===== config.mk =====
export PLATFORM = sky130hd
export DESIGN_NAME = bitmap_slot_allocator
export DESIGN_NICKNAME = d
export VERILOG_FILES = /design/src/bsa_pkg.sv /design/src/bitmap_slot_allocator.sv /design/src/bsa_chunk_scan.sv
export SDC_FILE = /design/constraint.sdc
export NUM_CORES = 1
export LEC_CHECK = 0
export BUFFER_PORTS_ARGS = -buffer_cell sky130_fd_sc_hd__buf_2
export CELL_PAD_IN_SITES_DETAIL_PLACEMENT = 1
export CELL_PAD_IN_SITES_GLOBAL_PLACEMENT = 2
export CORE_MARGIN = 2
export CORE_UTILIZATION = 44
export CTS_CLUSTER_DIAMETER = 60
export DETAILED_ROUTE_END_ITERATION = 12
export PLACE_DENSITY_LB_ADDON = 0.1
export SLEW_MARGIN = 20
export SYNTH_ARGS = -nofsm -noshare
export SYNTH_HDL_FRONTEND = slang
export SYNTH_SLANG_ARGS = --single-unit

===== constraint.sdc =====
create_clock -name clk_i -period 11.63 [get_ports clk_i]
set_input_delay 1.7445 -clock clk_i [delete_from_list [all_inputs] [get_ports clk_i]]
set_output_delay 1.7445 -clock clk_i [all_outputs]
set_load 0.1 [all_outputs]

===== src/bsa_pkg.sv =====
// Shared types and constants for the bitmap slot allocator.
// No dependencies; used by bsa_chunk_scan and bitmap_slot_allocator.
package bsa_pkg;

  // default depth of the used-slot bitmap
  localparam int unsigned DEF_MAX_ENTRIES = 64;
  // address space width; slot addresses wrap at this many bits
  localparam int unsigned ADDR_BITS = 32;

  localparam int unsigned ADDR_W   = 32;
  localparam int unsigned SIZE_W   = 16;
  localparam int unsigned COUNT_W  = 7;
  localparam int unsigned CTR_W    = 32;
  localparam int unsigned STATUS_W = 2;
  localparam int unsigned SPAN_W   = SIZE_W + COUNT_W;
  localparam int unsigned CHUNK_W  = 8;
  localparam int unsigned CIDX_W   = 3;

  // result data: slot_address, alloc, miss, free counters, in_use, pad to bytes
  localparam int unsigned OUT_RAW_W  = ADDR_W + 3 * CTR_W + COUNT_W;
  localparam int unsigned OUT_DATA_W = ((OUT_RAW_W + 7) / 8) * 8;

  localparam logic OP_ALLOC = 1'b0;
  localparam logic OP_FREE  = 1'b1;

  localparam logic [STATUS_W-1:0] STATUS_OK      = 2'd0;
  localparam logic [STATUS_W-1:0] STATUS_NO_SLOT = 2'd1;
  localparam logic [STATUS_W-1:0] STATUS_RANGE   = 2'd2;

  localparam int unsigned REG_IDX_W = 2;
  localparam logic [REG_IDX_W-1:0] REG_POOL_BASE  = 2'd0;
  localparam logic [REG_IDX_W-1:0] REG_ELEM_SIZE  = 2'd1;
  localparam logic [REG_IDX_W-1:0] REG_ELEM_COUNT = 2'd2;

  typedef struct packed {
    logic              any_free;
    logic [CIDX_W-1:0] first_free;
    logic [CIDX_W:0]   used_cnt;
  } scan_res_t;

endpackage


===== src/bitmap_slot_allocator.sv =====
// Slot allocator over a used-slot bitmap, one request at a time. The slot count n is
// elem_count capped at MAX_ENTRIES; a free is first checked against both ends of the
// pool. The bitmap is scanned eight slots a cycle for the lowest free slot and the
// in-use count, and a free runs a seven-step restoring division on one shared
// subtractor. One 16x7 multiplier serves both the pool span and the slot address.
// s_axis_tready is high only between requests; a finished result waits in the output
// register, and the next item stalls only if that register is still full when it ends.
module bitmap_slot_allocator #(
  parameter int unsigned MAX_ENTRIES = bsa_pkg::DEF_MAX_ENTRIES
) (
  input  logic                              clk_i,
  input  logic                              rst_ni,
  // configuration writes
  input  logic                              cfg_valid_i,
  output logic                              cfg_ready_o,
  input  logic [bsa_pkg::REG_IDX_W-1:0]     cfg_index_i,
  input  logic [31:0]                       cfg_data_i,
  // requests
  input  logic                              s_axis_tvalid,
  output logic                              s_axis_tready,
  input  logic [31:0]                       s_axis_tdata,  // address
  input  logic [0:0]                        s_axis_tuser,  // op
  // results
  output logic                              m_axis_tvalid,
  input  logic                              m_axis_tready,
  // slot_address, alloc_count, miss_count, free_count, in_use, zero pad
  output logic [bsa_pkg::OUT_DATA_W-1:0]    m_axis_tdata,
  output logic [bsa_pkg::STATUS_W-1:0]      m_axis_tuser   // status
);
  import bsa_pkg::*;

  localparam int unsigned IDX_W    = (MAX_ENTRIES > 1) ? $clog2(MAX_ENTRIES) : 1;
  localparam int unsigned NCHUNK   = (MAX_ENTRIES + CHUNK_W - 1) / CHUNK_W;
  localparam int unsigned CH_W     = (NCHUNK > 1) ? $clog2(NCHUNK) : 1;
  localparam int unsigned CMP_W    = (CH_W > 4) ? CH_W : 4;
  localparam int unsigned POS_W    = CMP_W + CIDX_W;
  localparam int unsigned MAX_CLIP = (MAX_ENTRIES > 127) ? 127 : MAX_ENTRIES;
  localparam logic [ADDR_W-1:0] ADDR_MASK =
    (ADDR_BITS >= ADDR_W) ? '1 : ADDR_W'((64'd1 << ADDR_BITS) - 64'd1);

  localparam logic [3:0] ST_IDLE     = 4'd0;
  localparam logic [3:0] ST_RANGE_LO = 4'd1;
  localparam logic [3:0] ST_RANGE_HI = 4'd2;
  localparam logic [3:0] ST_DIV      = 4'd3;
  localparam logic [3:0] ST_CLEAR    = 4'd4;
  localparam logic [3:0] ST_SCAN     = 4'd5;
  localparam logic [3:0] ST_DECIDE   = 4'd6;
  localparam logic [3:0] ST_SET      = 4'd7;
  localparam logic [3:0] ST_ADDR     = 4'd8;
  localparam logic [3:0] ST_FINISH   = 4'd9;

  // control state
  logic [3:0]             state_q, state_d;
  logic [ADDR_W-1:0]      pool_base_q;
  logic [SIZE_W-1:0]      elem_size_q;
  logic [COUNT_W-1:0]     elem_count_q;
  logic [MAX_ENTRIES-1:0] used_map_q, used_map_d;
  logic [CTR_W-1:0]       allocs_q, allocs_d, misses_q, misses_d, frees_q, frees_d;
  logic                   out_valid_q, out_valid_d;

  // working registers
  logic                   op_q, op_d;
  logic [ADDR_W-1:0]      addr_in_q, addr_in_d;
  logic [COUNT_W-1:0]     n_q, n_d;
  logic [SPAN_W-1:0]      product_q, product_d;
  logic [ADDR_W-1:0]      off_q, off_d;
  logic [SPAN_W-1:0]      rem_q, rem_d;
  logic [2:0]             k_q, k_d;
  logic [COUNT_W-1:0]     slot_q, slot_d;
  logic                   found_q, found_d;
  logic [CH_W-1:0]        chunk_q, chunk_d;
  logic [COUNT_W-1:0]     cnt_q, cnt_d;
  logic [STATUS_W-1:0]    status_q, status_d;
  logic [ADDR_W-1:0]      addr_out_q, addr_out_d;
  logic [OUT_DATA_W-1:0]  out_data_q, out_data_d;
  logic [STATUS_W-1:0]    out_status_q, out_status_d;

  logic                   in_acc;
  logic [COUNT_W-1:0]     n_eff;
  logic [COUNT_W-1:0]     mul_b;
  logic [SPAN_W-1:0]      mul_p;
  logic [ADDR_W-1:0]      alu_a, alu_b;
  logic [ADDR_W:0]        alu_diff;
  logic                   alu_borrow;
  logic [SPAN_W-1:0]      divisor;
  logic [NCHUNK-1:0][CHUNK_W-1:0] map_pad;
  logic [CHUNK_W-1:0]     live;
  logic [3:0]             last_chunk;
  logic                   is_last;
  logic [IDX_W-1:0]       slot_idx;
  logic [3:0]             scan_exit;
  logic [3:0]             scan_entry;
  scan_res_t              scan_res;

  assign cfg_ready_o   = 1'b1;
  assign s_axis_tready = (state_q == ST_IDLE);
  assign in_acc        = s_axis_tvalid & s_axis_tready;
  assign m_axis_tvalid = out_valid_q;
  assign m_axis_tdata  = out_data_q;
  assign m_axis_tuser  = out_status_q;

  assign n_eff = (elem_count_q > COUNT_W'(MAX_CLIP)) ? COUNT_W'(MAX_CLIP) : elem_count_q;

  // shared multiplier: pool span on entry, slot offset after allocation
  assign mul_b = (state_q == ST_IDLE) ? n_eff : slot_q;
  assign mul_p = SPAN_W'({{COUNT_W{1'b0}}, elem_size_q} * {{SIZE_W{1'b0}}, mul_b});

  // shared subtractor: range checks and division steps
  assign divisor = SPAN_W'({{COUNT_W{1'b0}}, elem_size_q} << k_q);
  always_comb begin
    case (state_q)
      ST_RANGE_LO: begin
        alu_a = addr_in_q;
        alu_b = pool_base_q;
      end
      ST_RANGE_HI: begin
        alu_a = off_q;
        alu_b = ADDR_W'(product_q);
      end
      default: begin
        alu_a = ADDR_W'(rem_q);
        alu_b = ADDR_W'(divisor);
      end
    endcase
  end
  assign alu_diff   = {1'b0, alu_a} - {1'b0, alu_b};
  assign alu_borrow = alu_diff[ADDR_W];

  // bitmap viewed in eight-slot chunks
  always_comb begin
    map_pad = '0;
    for (int i = 0; i < MAX_ENTRIES; i++) begin
      map_pad[i >> 3][i & 7] = used_map_q[i];
    end
  end

  always_comb begin
    for (int j = 0; j < CHUNK_W; j++) begin
      live[j] = ({POS_W'(chunk_q), CIDX_W'(0)} | (POS_W + CIDX_W)'(j))
                < (POS_W + CIDX_W)'(n_q);
    end
  end

  bsa_chunk_scan u_scan (
    .used_i (map_pad[chunk_q]),
    .live_i (live),
    .res_o  (scan_res)
  );

  assign last_chunk = 4'((n_q - COUNT_W'(1)) >> 3);
  assign is_last    = (CMP_W'(chunk_q) == CMP_W'(last_chunk));
  assign slot_idx   = IDX_W'(slot_q);
  assign scan_exit  = (op_q == OP_ALLOC) ? ST_DECIDE : ST_FINISH;
  assign scan_entry = (n_q == '0) ? scan_exit : ST_SCAN;

  always_comb begin
    state_d     = state_q;
    used_map_d  = used_map_q;
    allocs_d    = allocs_q;
    misses_d    = misses_q;
    frees_d     = frees_q;
    out_valid_d = out_valid_q;
    op_d        = op_q;
    addr_in_d   = addr_in_q;
    n_d         = n_q;
    product_d   = product_q;
    off_d       = off_q;
    rem_d       = rem_q;
    k_d         = k_q;
    slot_d      = slot_q;
    found_d     = found_q;
    chunk_d     = chunk_q;
    cnt_d       = cnt_q;
    status_d    = status_q;
    addr_out_d  = addr_out_q;
    out_data_d  = out_data_q;
    out_status_d = out_status_q;

    if (m_axis_tready) begin
      out_valid_d = 1'b0;
    end

    case (state_q)
      ST_IDLE: begin
        if (in_acc) begin
          op_d       = s_axis_tuser[0];
          addr_in_d  = s_axis_tdata;
          n_d        = n_eff;
          product_d  = mul_p;
          status_d   = STATUS_OK;
          slot_d     = '0;
          addr_out_d = '0;
          cnt_d      = '0;
          chunk_d    = '0;
          found_d    = 1'b0;
          if (s_axis_tuser[0] == OP_FREE) begin
            state_d = ST_RANGE_LO;
          end else begin
            state_d = (n_eff == '0) ? ST_DECIDE : ST_SCAN;
          end
        end
      end
      ST_RANGE_LO: begin
        if (alu_borrow) begin
          status_d = STATUS_RANGE;
          state_d  = scan_entry;
        end else begin
          off_d   = alu_diff[ADDR_W-1:0];
          state_d = ST_RANGE_HI;
        end
      end
      ST_RANGE_HI: begin
        if (!alu_borrow) begin
          status_d = STATUS_RANGE;
          state_d  = scan_entry;
        end else begin
          // offset is below the span, so it fits the remainder
          rem_d   = off_q[SPAN_W-1:0];
          k_d     = 3'(COUNT_W - 1);
          state_d = ST_DIV;
        end
      end
      ST_DIV: begin
        if (!alu_borrow) begin
          rem_d       = alu_diff[SPAN_W-1:0];
          slot_d[k_q] = 1'b1;
        end
        if (k_q == '0) begin
          state_d = ST_CLEAR;
        end else begin
          k_d = k_q - 3'd1;
        end
      end
      ST_CLEAR: begin
        used_map_d[slot_idx] = 1'b0;
        frees_d = frees_q + CTR_W'(1);
        state_d = ST_SCAN;
      end
      ST_SCAN: begin
        cnt_d = cnt_q + COUNT_W'(scan_res.used_cnt);
        if (op_q == OP_ALLOC && !found_q && scan_res.any_free) begin
          found_d = 1'b1;
          slot_d  = COUNT_W'({POS_W'(chunk_q), scan_res.first_free});
        end
        if (is_last) begin
          state_d = scan_exit;
        end else begin
          chunk_d = chunk_q + CH_W'(1);
        end
      end
      ST_DECIDE: begin
        if (found_q) begin
          state_d = ST_SET;
        end else begin
          status_d = STATUS_NO_SLOT;
          misses_d = misses_q + CTR_W'(1);
          state_d  = ST_FINISH;
        end
      end
      ST_SET: begin
        used_map_d[slot_idx] = 1'b1;
        allocs_d  = allocs_q + CTR_W'(1);
        cnt_d     = cnt_q + COUNT_W'(1);
        product_d = mul_p;
        state_d   = ST_ADDR;
      end
      ST_ADDR: begin
        addr_out_d = (pool_base_q + ADDR_W'(product_q)) & ADDR_MASK;
        state_d    = ST_FINISH;
      end
      ST_FINISH: begin
        if (!out_valid_q || m_axis_tready) begin
          out_valid_d  = 1'b1;
          out_status_d = status_q;
          out_data_d   = OUT_DATA_W'({cnt_q, frees_q, misses_q, allocs_q, addr_out_q});
          state_d      = ST_IDLE;
        end
      end
      default: begin
        state_d = ST_IDLE;
      end
    endcase
  end

  always_ff @(posedge clk_i or negedge rst_ni) begin
    if (!rst_ni) begin
      state_q      <= ST_IDLE;
      pool_base_q  <= '0;
      elem_size_q  <= SIZE_W'(1);
      elem_count_q <= COUNT_W'(64);
      used_map_q   <= '0;
      allocs_q     <= '0;
      misses_q     <= '0;
      frees_q      <= '0;
      out_valid_q  <= 1'b0;
      op_q         <= OP_ALLOC;
      n_q          <= '0;
      k_q          <= '0;
      found_q      <= 1'b0;
      chunk_q      <= '0;
    end else begin
      state_q     <= state_d;
      used_map_q  <= used_map_d;
      allocs_q    <= allocs_d;
      misses_q    <= misses_d;
      frees_q     <= frees_d;
      out_valid_q <= out_valid_d;
      op_q        <= op_d;
      n_q         <= n_d;
      k_q         <= k_d;
      found_q     <= found_d;
      chunk_q     <= chunk_d;
      if (cfg_valid_i) begin
        case (cfg_index_i)
          REG_POOL_BASE:  pool_base_q  <= cfg_data_i[ADDR_W-1:0];
          REG_ELEM_SIZE:  elem_size_q  <= cfg_data_i[SIZE_W-1:0];
          REG_ELEM_COUNT: elem_count_q <= cfg_data_i[COUNT_W-1:0];
          default: ;
        endcase
      end
    end
  end

  always_ff @(posedge clk_i) begin
    addr_in_q    <= addr_in_d;
    product_q    <= product_d;
    off_q        <= off_d;
    rem_q        <= rem_d;
    slot_q       <= slot_d;
    cnt_q        <= cnt_d;
    status_q     <= status_d;
    addr_out_q   <= addr_out_d;
    out_data_q   <= out_data_d;
    out_status_q <= out_status_d;
  end

endmodule


===== src/bsa_chunk_scan.sv =====
// One eight-slot slice of the bitmap: lowest free slot and used count.
// Depends on bsa_pkg.
module bsa_chunk_scan (
  input  logic [7:0]          used_i,
  input  logic [7:0]          live_i,  // slot lies below the slot count
  output bsa_pkg::scan_res_t  res_o
);
  import bsa_pkg::*;

  always_comb begin
    res_o = '0;
    for (int j = CHUNK_W - 1; j >= 0; j--) begin
      if (live_i[j] && !used_i[j]) begin
        res_o.any_free   = 1'b1;
        res_o.first_free = CIDX_W'(j);
      end
    end
    for (int j = 0; j < CHUNK_W; j++) begin
      res_o.used_cnt = res_o.used_cnt + (CIDX_W + 1)'(live_i[j] & used_i[j]);
    end
  end

endmodule

==> flow_summary_export.csv <==
group,metric,value,unit
setup_path,arrival,7.56,ns
power,power.internal,3.83,mW
run_status,status,"complete, no violations",
routing,antenna_left,0,
clock_network,cts_made_buffers,67,
floorplan,die_w,262,um
cells_and_area,n_fill_cell,7013,
clock_network,postCtsSetupBuffers,0,
cells_and_area,nNetsFinal,3110,
synthesis,synth_warnings,0,
setup_path,max_stage_delay,0.56,ns
synthesis,syn_nets,2921,
worst_hold_path,hold_end,"m_axis_tdata[20]",
synthesis,yosysSeqAreaShare,50.4,%
routing,firstDrtPassIters,6,
grt,grt_antenna_before_repair,7,
grt,grt_pass1_wl,132000,um
timing,hold_violations,0,
setup_path,reg2regPathDepth,23,
synthesis,yosysTopAreaCellShare,30.3,%
routing,drtIter0Drc,1305,
timing,skew,0.0391,ns
synthesis,synth_cell_types,87,
synthesis,synth_seq_cells,530,
floorplan,start_util,44.5,%
setup_path,reg2reg_to,"product_q[21]",
setup_path,required,11.99,ns
setup_path,start_kind,"register",
synthesis,ys_top_cells_by_count,"edfxtp_1, nand2_1, dfrtp_1, nor2_1, a21oi_1",
floorplan,die_h,262,um
clock_network,htreeDepth,3,
setup_path,crit_path_max_fanout,35,
cells_and_area,syn_to_final_growth,14.6,%
place,hpwl,61600,um
flow_run,drv_cap,0,
timing,maxSlewViolCount,0,
synthesis,synth_top_area_cell,"edfxtp_1",
power,p_per_area,163,nW/um^2
cells_and_area,drive_gt1_share,16.8,%
power,p_seq_share,39.3,%
power,power_leakage,13.3,nW
grt,grt_pass1_vias,22700,
timing,worst_pin_slew,1.11,ns
timing,fin_crit_sh,61.9,%
routing,drc_errors,0,
timing,maxSlewHeadroom,26.1,%
cells_and_area,final_core_util,51.0,%
floorplan,num_io_pins,213,
setup_path,cpMaxStageDelayCell,"or4_1",
timing,worst_slack,4.43,ns
power,comb_power_share,21.7,%
place,gp_congestion,0.864,
synthesis,ys.flop_type,"edfxtp_1",
synthesis,synth_area_leaders,"edfxtp_1, dfrtp_1, fa_1",
clock_network,cts_tree,"built",
cells_and_area,design_area,33500,sq um
floorplan,coreArea,65700,sq um
routing,post_drt_wl_per_cell,22.6,um
clock_network,clock_latency,0.63,ns
clock_network,clockBufferDepth,3,
synthesis,postSynthCellCount,2660,
setup_path,path_class,"register to register",
synthesis,synthMostInstantiatedCell,"edfxtp_1",
cells_and_area,regArea,14700,sq um
place,io_buffers,210,
timing,rsz0062_at_grt,"no",
grt,grt_use_total,25.2,%
power,total_power,5.45,mW
synthesis,syn_avg_cell_area,11.0,sq um
synthesis,synth_area,29300,sq um
clock_network,postCtsHoldBufs,0,
setup_path,rrSetupSlack,4.43,ns
power,clock_power_share,39.0,%
cells_and_area,multi_input_area,13600,sq um
routing,routed_via_density,5.60,
clock_network,cts_resized,0,
timing,max_freq,139,MHz
place,place_area,31200,sq um
timing,min_period,7.20,ns
setup_path,crit_family,"adder cells",
timing,setup_violations,0,
clock_network,root_buffer,"clkbuf_16",
floorplan,rows,94,
routing,postRouteWirelength,85200,um
grt,grt_overflow_total,0,
setup_path,timing.rr.start,"state_q[3]",
power,swShare,29.8,%
timing,fin_setup_tns,0,ns
synthesis,synth_async_sr_flop_share,44.3,%
synthesis,synth_edf_count,295,
setup_path,cp-end-kind,"register",
grt,grt_max_degree,89,
worst_hold_path,holdCritPathClass,"register to register",
clock_network,clk_pin_slew,0.06,ns
routing,num_vias,21100,
place,dp_slack,4.51,ns
setup_path,critical_path_buf_inv_count,6,
worst_hold_path,min_from,"addr_out_q[20]",
power,switching_power,1.62,mW
clock_network,clock-sinks,530,
worst_hold_path,worst_hold_path.num_cells,0,
floorplan,die_area,68600,sq um
power,irDropWorstVdd,0.140,mV
setup_path,path_cells,"nor2_2 -> buf_4 -> nand2_1 -> inv_1 -> mux2i_1 -> buf_4 -> nand2b_1 -> fa_1 -> fa_1 -> inv_1 -> fa_1 -> inv_1 -> fa_1 -> inv_1 -> ha_1 -> or4_1 -> o221ai_1 -> a31oi_1 -> a41o_1 -> o21a_1 -> nor2_1 -> o21ai_0 -> xor2_1",
## layout by cell type, fill, tap and decap left out, types with 11 or more instances in the layout
cell type | Yosys | final
a21o_1 | 31 | 31
a21oi_1 | 150 | 150
a221o_1 | 12 | 12
a31oi_1 | 16 | 16
and2_1 | 46 | 46
and3_1 | 42 | 42
buf_2 | 4 | 209
buf_4 | 4 | 35
clkbuf_1 | 106 | 17
clkbuf_16 | 0 | 70
dfrtp_1 | 233 | 230
edfxtp_1 | 295 | 295
fa_1 | 76 | 76
ha_1 | 113 | 113
inv_1 | 126 | 125
mux2_2 | 79 | 79
mux2i_1 | 26 | 26
mux4_2 | 18 | 18
nand2_1 | 268 | 268
nand2b_1 | 39 | 39
nand3_1 | 47 | 46
nand4_1 | 19 | 19
nor2_1 | 194 | 190
nor2b_1 | 63 | 63
nor3_1 | 50 | 49
nor3b_1 | 15 | 14
o21a_1 | 20 | 20
o21ai_0 | 149 | 149
o21bai_1 | 11 | 11
o22ai_1 | 26 | 26
o31ai_1 | 48 | 48
or3_1 | 29 | 29
xnor2_1 | 104 | 104
xor2_1 | 60 | 60
## routing by layer
metal	GRT usage (%)	part of all wire [%]	vias to the layer above
met5	0	0.030	-
met4	9.20	3.5	4
met3	3.95	4.3	135
met2	43.0	49	454
met1	32.5	43	10700
li1	-	-	9857
## per-stage QoR
step,cells,hold WS (ns)
floorplan,2660,0.400
global placement,3644,0.401
detailed placement,3644,0.405
CTS,3766,0.417
global route,3770,0.425
finish,3770,0.417
## how the worst max path moves through the flow
| stage | start | to | slack [ns] | cells past startpoint |
|---|---|---|---|---|
| after floorplan | m_axis_tready | m_axis_tdata[0] | 3.48 | 2 |
| after global placement | state_q[3] | product_q[21] | 4.64 | 23 |
| after detailed placement | state_q[3] | product_q[21] | 4.51 | 23 |
| after CTS | state_q[3] | product_q[21] | 4.41 | 23 |
| after global routing | state_q[3] | product_q[22] | 3.92 | 23 |
| final | state_q[3] | product_q[21] | 4.43 | 23 |
## kinds of logic after synthesis
group | after synthesis | synth area share, %
xor gates and xnor gates | 164 | 4.91
and+or+nand+nor | 858 | 14.4
adders and majority gates | 189 | 10.0
AOI/OAI and AO/OA | 538 | 11.5
muxes | 124 | 5.37
buffers and inverters | 255 | 3.34
DFF | 530 | 50.4
other | 2 | 0.0257
## layout make-up
type,count,area share (%)
sequential,530,44.0
multi-input combinational,1875,40.5
clock buffer,96,5.79
timing repair buffer,246,3.98
tap,864,3.22
inverter,129,1.44
clock inverter,26,1.06
antenna,4,0.0299
## power groups by stage
stage          sequential (mW)  combinational, mW  clock [mW]
6_report                  2.15               1.18        2.13
5_1_grt                   2.15               1.36        2.24
4_1_cts                   2.15               1.19        2.17
3_5_place_dp              2.18               1.17           0
3_3_place_gp              2.18               1.14           0
2_1_floorplan             2.12              0.904           0
(Power assumes the default switching activity.)
